## config.mk

```make
export PLATFORM = sky130hd
export DESIGN_NAME = utf8_accent_fold_lowercase
export DESIGN_NICKNAME = d
export VERILOG_FILES = /design/src/hw/rtl/ufl_pkg.sv /design/src/hw/rtl/ufl_fold.sv /design/src/hw/rtl/ufl_out_queue.sv /design/src/hw/rtl/utf8_accent_fold_lowercase.sv
export SDC_FILE = /design/constraint.sdc
export NUM_CORES = 1
export LEC_CHECK = 0
export ABC_AREA = 1
export BUFFER_PORTS_ARGS = -buffer_cell sky130_fd_sc_hd__buf_2
export CAP_MARGIN = 10
export CORE_ASPECT_RATIO = 1.75
export CORE_MARGIN = 4
export CORE_UTILIZATION = 31
export CTS_BUF_LIST = sky130_fd_sc_hd__clkbuf_16
export CTS_CLUSTER_DIAMETER = 200
export DETAILED_ROUTE_END_ITERATION = 10
export PLACE_DENSITY = 0.53
export SLEW_MARGIN = 20
export SYNTH_ARGS = -nofsm -noshare
export SYNTH_HDL_FRONTEND = slang
export SYNTH_SLANG_ARGS = --single-unit
```

## constraint.sdc

```tcl
create_clock -name clk -period 4.4 [get_ports clk]
set_clock_uncertainty 0.15 [all_clocks]
set_input_delay 0.44 -clock clk [delete_from_list [all_inputs] [get_ports clk]]
set_output_delay 0.44 -clock clk [all_outputs]
set_load 0.05 [all_outputs]
```

## src/hw/rtl/ufl_pkg.sv

```systemverilog
// shared types, constants and lookup functions for the utf-8 accent fold block
package ufl_pkg;

  localparam int unsigned QDEPTH = 4;
  localparam int unsigned QPTR_W = $clog2(QDEPTH);
  localparam int unsigned QCNT_W = $clog2(QDEPTH + 1);

  localparam logic [7:0] FOLD_LEAD   = 8'hC3;
  localparam logic [7:0] UPPER_FIRST = 8'h41;
  localparam logic [7:0] UPPER_LAST  = 8'h5A;
  localparam logic [7:0] CASE_DELTA  = 8'h20;
  localparam logic [7:0] NO_FOLD     = 8'h00;

  localparam logic [2:0] LEN_ONE = 3'd1;
  localparam logic [2:0] LEN_TWO = 3'd2;
  localparam logic [2:0] LEN_THREE = 3'd3;
  localparam logic [2:0] LEN_FOUR = 3'd4;

  // one output byte with its end-of-string mark
  typedef struct packed {
    logic [7:0] data;
    logic       last;
  } ufl_byte_t;

  // up to two output bytes made from one input item
  typedef struct packed {
    logic [1:0] count;
    ufl_byte_t  first;
    ufl_byte_t  second;
  } ufl_result_t;

  // character length from the lead byte's high nibble
  function automatic logic [2:0] char_len(input logic [3:0] nibble);
    logic [2:0] len;
    case (nibble)
      4'hC, 4'hD: len = LEN_TWO;
      4'hE:       len = LEN_THREE;
      4'hF:       len = LEN_FOUR;
      default:    len = LEN_ONE;
    endcase
    return len;
  endfunction

  // lowercase ascii letter for the low five bits of a second byte after 0xc3
  function automatic logic [7:0] fold_letter(input logic [4:0] idx);
    logic [7:0] f;
    case (idx)
      5'd0, 5'd1, 5'd2, 5'd3, 5'd4, 5'd5:     f = 8'h61; // a
      5'd7:                                  f = 8'h63; // c
      5'd8, 5'd9, 5'd10, 5'd11:              f = 8'h65; // e
      5'd12, 5'd13, 5'd14, 5'd15:            f = 8'h69; // i
      5'd17:                                 f = 8'h6E; // n
      5'd18, 5'd19, 5'd20, 5'd21, 5'd22:     f = 8'h6F; // o
      5'd25, 5'd26, 5'd27, 5'd28:            f = 8'h75; // u
      5'd29:                                 f = 8'h79; // y
      default:                               f = NO_FOLD;
    endcase
    return f;
  endfunction

endpackage

```

## src/hw/rtl/ufl_fold.sv

```systemverilog
// character tracking state and fold/lowercase logic for one byte
module ufl_fold (
  input  logic                 clk,
  input  logic                 rst,
  input  logic                 fire,
  input  logic [7:0]           in_byte,
  input  logic                 in_last,
  output ufl_pkg::ufl_result_t result
);

  logic       lead_pending, lead_pending_next;
  logic [7:0] held_lead, held_lead_next;
  logic [1:0] span_left, span_left_next;
  logic [7:0] folded;
  logic [2:0] len;
  logic [2:0] len_less;

  always_comb begin
    folded = ufl_pkg::NO_FOLD;
    if (held_lead == ufl_pkg::FOLD_LEAD && in_byte[7:6] == 2'b10) begin
      folded = ufl_pkg::fold_letter(in_byte[4:0]);
    end
    len      = ufl_pkg::char_len(in_byte[7:4]);
    len_less = len - 3'd1;

    lead_pending_next = lead_pending;
    held_lead_next    = held_lead;
    span_left_next    = span_left;
    result            = '0;
    result.first.data = in_byte;
    result.first.last = in_last;
    result.second.data = in_byte;
    result.second.last = in_last;

    if (lead_pending) begin
      if (folded != ufl_pkg::NO_FOLD) begin
        result.count      = 2'd1;
        result.first.data = folded;
      end else begin
        result.count      = 2'd2;
        result.first.data = held_lead;
        result.first.last = 1'b0;
      end
      lead_pending_next = 1'b0;
      held_lead_next    = 8'h00;
    end else if (span_left != 2'd0) begin
      result.count   = 2'd1;
      span_left_next = span_left - 2'd1;
    end else if (len == ufl_pkg::LEN_ONE) begin
      result.count = 2'd1;
      if (in_byte >= ufl_pkg::UPPER_FIRST && in_byte <= ufl_pkg::UPPER_LAST) begin
        result.first.data = in_byte + ufl_pkg::CASE_DELTA;
      end
    end else if (len == ufl_pkg::LEN_TWO) begin
      if (in_last) begin
        result.count = 2'd1;
      end else begin
        result.count      = 2'd0;
        lead_pending_next = 1'b1;
        held_lead_next    = in_byte;
      end
    end else begin
      result.count   = 2'd1;
      span_left_next = len_less[1:0];
    end

    if (in_last) begin
      lead_pending_next = 1'b0;
      held_lead_next    = 8'h00;
      span_left_next    = 2'd0;
    end
  end

  always_ff @(posedge clk) begin
    if (rst) begin
      lead_pending <= 1'b0;
      held_lead    <= 8'h00;
      span_left    <= 2'd0;
    end else if (fire) begin
      lead_pending <= lead_pending_next;
      held_lead    <= held_lead_next;
      span_left    <= span_left_next;
    end
  end

endmodule

```

## src/hw/rtl/ufl_out_queue.sv

```systemverilog
// small output queue, takes up to two bytes per cycle and gives one per cycle while out_ready is high
module ufl_out_queue (
  input  logic                 clk,
  input  logic                 rst,
  input  logic                 push,
  input  ufl_pkg::ufl_result_t result,
  output logic                 room,
  output logic                 out_valid,
  input  logic                 out_ready,
  output ufl_pkg::ufl_byte_t   out_item
);

  ufl_pkg::ufl_byte_t              mem [ufl_pkg::QDEPTH];
  logic [ufl_pkg::QPTR_W-1:0]      wr_ptr, rd_ptr;
  logic [ufl_pkg::QCNT_W-1:0]      count, count_next;
  logic [1:0]                      n_push;
  logic                            pop;

  assign n_push    = push ? result.count : 2'd0;
  assign out_valid = (count != '0);
  assign pop       = out_valid && out_ready;
  assign out_item  = mem[rd_ptr];
  // room for a worst-case item of two bytes
  assign room      = (count <= ufl_pkg::QCNT_W'(ufl_pkg::QDEPTH - 2));

  always_comb begin
    count_next = count + ufl_pkg::QCNT_W'(n_push) - ufl_pkg::QCNT_W'(pop);
  end

  always_ff @(posedge clk) begin
    if (n_push != 2'd0) begin
      mem[wr_ptr] <= result.first;
    end
    if (n_push == 2'd2) begin
      mem[wr_ptr + ufl_pkg::QPTR_W'(1)] <= result.second;
    end
  end

  always_ff @(posedge clk) begin
    if (rst) begin
      wr_ptr <= '0;
      rd_ptr <= '0;
      count  <= '0;
    end else begin
      wr_ptr <= wr_ptr + ufl_pkg::QPTR_W'(n_push);
      if (pop) begin
        rd_ptr <= rd_ptr + ufl_pkg::QPTR_W'(1);
      end
      count <= count_next;
    end
  end

endmodule

```

## src/hw/rtl/utf8_accent_fold_lowercase.sv

```systemverilog
// top level: utf-8 accent fold and ascii lowercase stream stage
// path: an item is held in the input register, then its bytes are written into the output queue,
//   from which they leave; a held two-byte lead leaves with its pair
// throughput: one input item per cycle, one output item per cycle; an item is processed
//   when the four-entry output queue has room for two bytes, the queue drain sets the pace
// reset: rst is synchronous, active high; clears the input valid flag, the character state
//   and the queue pointers, no clearing pass
module utf8_accent_fold_lowercase (
  input  logic       clk,
  input  logic       rst,
  input  logic       s_axis_tvalid,
  output logic       s_axis_tready,
  input  logic [7:0] s_axis_tdata,   // [7:0] in_byte
  input  logic       s_axis_tlast,   // in_last
  output logic       m_axis_tvalid,
  input  logic       m_axis_tready,
  output logic [7:0] m_axis_tdata,   // [7:0] out_byte
  output logic       m_axis_tlast    // out_last
);

  // input register
  logic       in_valid;
  logic [7:0] in_byte;
  logic       in_last;

  logic                 fire;
  logic                 room;
  ufl_pkg::ufl_result_t result;
  ufl_pkg::ufl_byte_t   out_item;

  // the held item is processed once the queue can take both of its bytes
  assign fire          = in_valid && room;
  assign s_axis_tready = !in_valid || fire;

  always_ff @(posedge clk) begin
    if (rst) begin
      in_valid <= 1'b0;
    end else if (s_axis_tready) begin
      in_valid <= s_axis_tvalid;
    end
  end

  // payload needs no reset
  always_ff @(posedge clk) begin
    if (s_axis_tvalid && s_axis_tready) begin
      in_byte <= s_axis_tdata;
      in_last <= s_axis_tlast;
    end
  end

  // character state and per-byte fold
  ufl_fold u_fold (
    .clk     (clk),
    .rst     (rst),
    .fire    (fire),
    .in_byte (in_byte),
    .in_last (in_last),
    .result  (result)
  );

  // output side, decouples two-byte bursts from the one-per-cycle drain, held off while m_axis_tready is low
  ufl_out_queue u_queue (
    .clk       (clk),
    .rst       (rst),
    .push      (fire),
    .result    (result),
    .room      (room),
    .out_valid (m_axis_tvalid),
    .out_ready (m_axis_tready),
    .out_item  (out_item)
  );

  assign m_axis_tdata = out_item.data;
  assign m_axis_tlast = out_item.last;

endmodule
```

==> impl_metrics.csv <==
group,metric,value,unit
setup_path,reg2reg_from,"in_byte[6]",
logic_synthesis,netlist_instances,455,
setup_path,worstSetupStartpoint,"in_byte[6]",
timing,drv_slew,0,
setup_path,path_max_fanout,9,
setup_path,crit_type,"reg2reg",
timing,fin_crit,2.74,ns
timing,rsz0062_at_grt,"false",
timing,relSlewSlack,39.9,%
clock_tree,cts-buffers-inserted,9,
route,num_vias,2993,
logic_synthesis,synth_warnings,0,
logic_synthesis,synth-edff-count,45,
global_routing,grt_pass1_wl,15300,um
floorplan,dieWidth,91.3,um
power_and_ir_drop,p_per_area,542,nW/um2
setup_path,cp-end-kind,"flop",
logic_synthesis,postSynth.asyncResetShare,0,%
global_routing,grt_overflow,0,
route,drt_first_pass_iters,4,
floorplan,initial_core_util,31.5,%
timing,setup_viol,0,
route,wl,9220,um
route,viasPerCell,4.82,
clock_tree,ctsLongestPathBuffers,2,
setup_path,crit_required,4.46,ns
logic_synthesis,synth_nets,474,
clock_tree,cts_sinks,72,
floorplan,row_count,53,
timing,period_share,62.3,%
clock_tree,post_cts_buffers,0,
logic_synthesis,syn-cell-area,3760,um2
logic_synthesis,seq_area_frac_synth,50.3,%
logic_synthesis,synth.avg_cell_area,8.26,um2
clock_tree,clkLatencyLatePin,0.33,ns
route,post-route-drc-count,0,
timing,hold_viol,0,
global_routing,track_usage,14.0,%
logic_synthesis,yosysTopAreaCell,"edfxtp_1",
placement,dpl.hpwl,7510,um
clock_tree,postCtsHoldBufs,0,
finish,area_growth,14.8,%
logic_synthesis,ys_top_cells_by_area,"edfxtp_1, dfxtp_1, nand2_1, o21ai_0, inv_1",
flow_run,max_cap_violations,0,
global_routing,grt_pass1_vias,3145,
clock_tree,htreeDepth,3,
power_and_ir_drop,power_leakage,1.77,nW
route,wl_per_cell,14.8,um
floorplan,core_area,11900,um2
setup_path,crit_path_start_kind,"flop",
logic_synthesis,synthFlopType,"edfxtp_1",
clock_tree,cts_tree,"yes",
logic_synthesis,synth_top_area_share,35.9,%
placement,io_buffer_count,23,
clock_tree,clk_pin_slew,0.06,ns
clock_tree,cts-root-buf,"clkbuf_16",
placement,place_congestion,0.911,
logic_synthesis,yosys.cell_count.top_type,"nand2_1",
hold_path,worstHoldPathType,"in2reg",
timing,worst_pin_slew,0.895,ns
route,final_antenna_net_count,0,
floorplan,dieArea,14000,um2
timing,max_freq,365,MHz
logic_synthesis,ys_seq_elements,72,
setup_path,crit_arrival,2.80,ns
timing,fin_tns_setup,0,ns
global_routing,grt_max_degree,20,
setup_path,crit_path_top_delay_cell,"edfxtp_1",
power_and_ir_drop,ir_worst_vdd,231,uV
finish,fin_util,36.2,%
setup_path,path_cells,"nor2_4 > inv_4 > nor2_4 > nand2_1 > a21oi_2 > nor2_4 > nand2_1 > inv_1 > nor2_1 > ha_1 > inv_1 > fa_1 > xor2_1 > inv_1 > nor2_1",
floorplan,die_h,154,um
route,drtIter0Drc,131,
logic_synthesis,synth.distinct_cells,34,
finish,final_nets,498,
global_routing,antenna_found_initial,0,
floorplan,io_pins,24,
clock_tree,cts.repair.resized,0,
logic_synthesis,synth.top_cells.by_count,"nand2_1, edfxtp_1, inv_1",
finish,drive_above_1_share,14.3,%
finish,antennaDiodeCount,0,
setup_path,cp_slowest_stage_delay,0.55,ns
run_status,status,"complete, no violations",
hold_path,hp-start,"s_axis_tdata[5]",
[layout by cell type (no fill, tap or decap), types with 3 or more instances in the layout]
cell,count
ha_1,5
inv_4,6
bufinv_16,3
o21ai_2,6
o22ai_1,9
nand4_1,4
nor3_1,3
nand2_2,3
inv_1,46
nand3_1,17
o21ai_1,14
edfxtp_1,45
dfxtp_1,27
clkbuf_16,9
nor2_4,7
a21oi_1,23
nand2_1,133
nor2_1,40
buf_2,23
o21ai_0,39
[worst max-delay path: cells and delay by family (launching register included)]
family,cells,cell delay [ns]
AOI/OAI and AO/OA,1,0.17
xor gates and xnor gates,1,0.17
and+or+nand+nor,7,0.77
buffers and inverters,4,0.27
DFF,1,0.55
adders and majority gates,2,0.53
[power breakdown]
group / total [mW] / internal [mW] / switching, mW
Combinational: 0.643 / 0.177 / 0.466
Clock: 0.814 / 0.549 / 0.265
Sequential: 0.880 / 0.813 / 0.0667
[cell families after synthesis]
logic type | count (synthesis) | share of synthesized area [%]
XOR/XNOR | 2 | 0.466
AND/OR/NAND/NOR | 213 | 24.7
AO/OA/AOI/OAI | 98 | 14.5
adder cells (fa/ha/maj) | 6 | 2.20
buffers and inverters | 64 | 7.79
flip-flops | 72 | 50.3
[through the flow]
step	power, mW	hold WS [ns]	worst slack (ns)	instance area, um2	std cells
2_1_floorplan	1.38	0.286	1.90	3760	455
3_3_place_gp	1.54	0.306	1.67	3980	605
3_5_place_dp	1.55	0.315	1.65	3980	605
4_1_cts	2.36	0.129	1.64	4320	621
5_1_grt	2.47	0.122	1.41	4320	621
6_report	2.34	0.135	1.66	4320	621
[metal layers]
layer / routed length (um) / global-route usage [%] / share of wire [%] / up-vias
li1: - / - / - / 1555
met1: 3150 / 12.6 / 34 / 1379
met2: 5480 / 28.4 / 59 / 44
met3: 183 / 2.25 / 2.0 / 15
met4: 403 / 8.20 / 4.4 / 0
met5: 0 / 0 / 0 / -
[worst paths after layout]
| path | to | slack (ns) | cells past startpoint |
|---|---|---|---|
| worst min register to register | u_queue.rd_ptr[1] | 0.32 | 2 |
| worst max register to register | u_queue.count[2] | 1.66 | 15 |
| worst min-delay path | in_byte[5] | 0.13 | 1 |
| worst max-delay path | u_queue.count[2] | 1.66 | 15 |
[layout make-up]
type | instances | area [um2]
fillers | 1243 | 7620
flip-flops and latches | 72 | 1890
multi-input cells | 319 | 1580
clock buffers | 9 | 225
inverters | 52 | 210
well taps | 137 | 171
repair buffers | 25 | 130
clock inverters | 7 | 111
No activity file was read; power rests on OpenSTA's default activity.
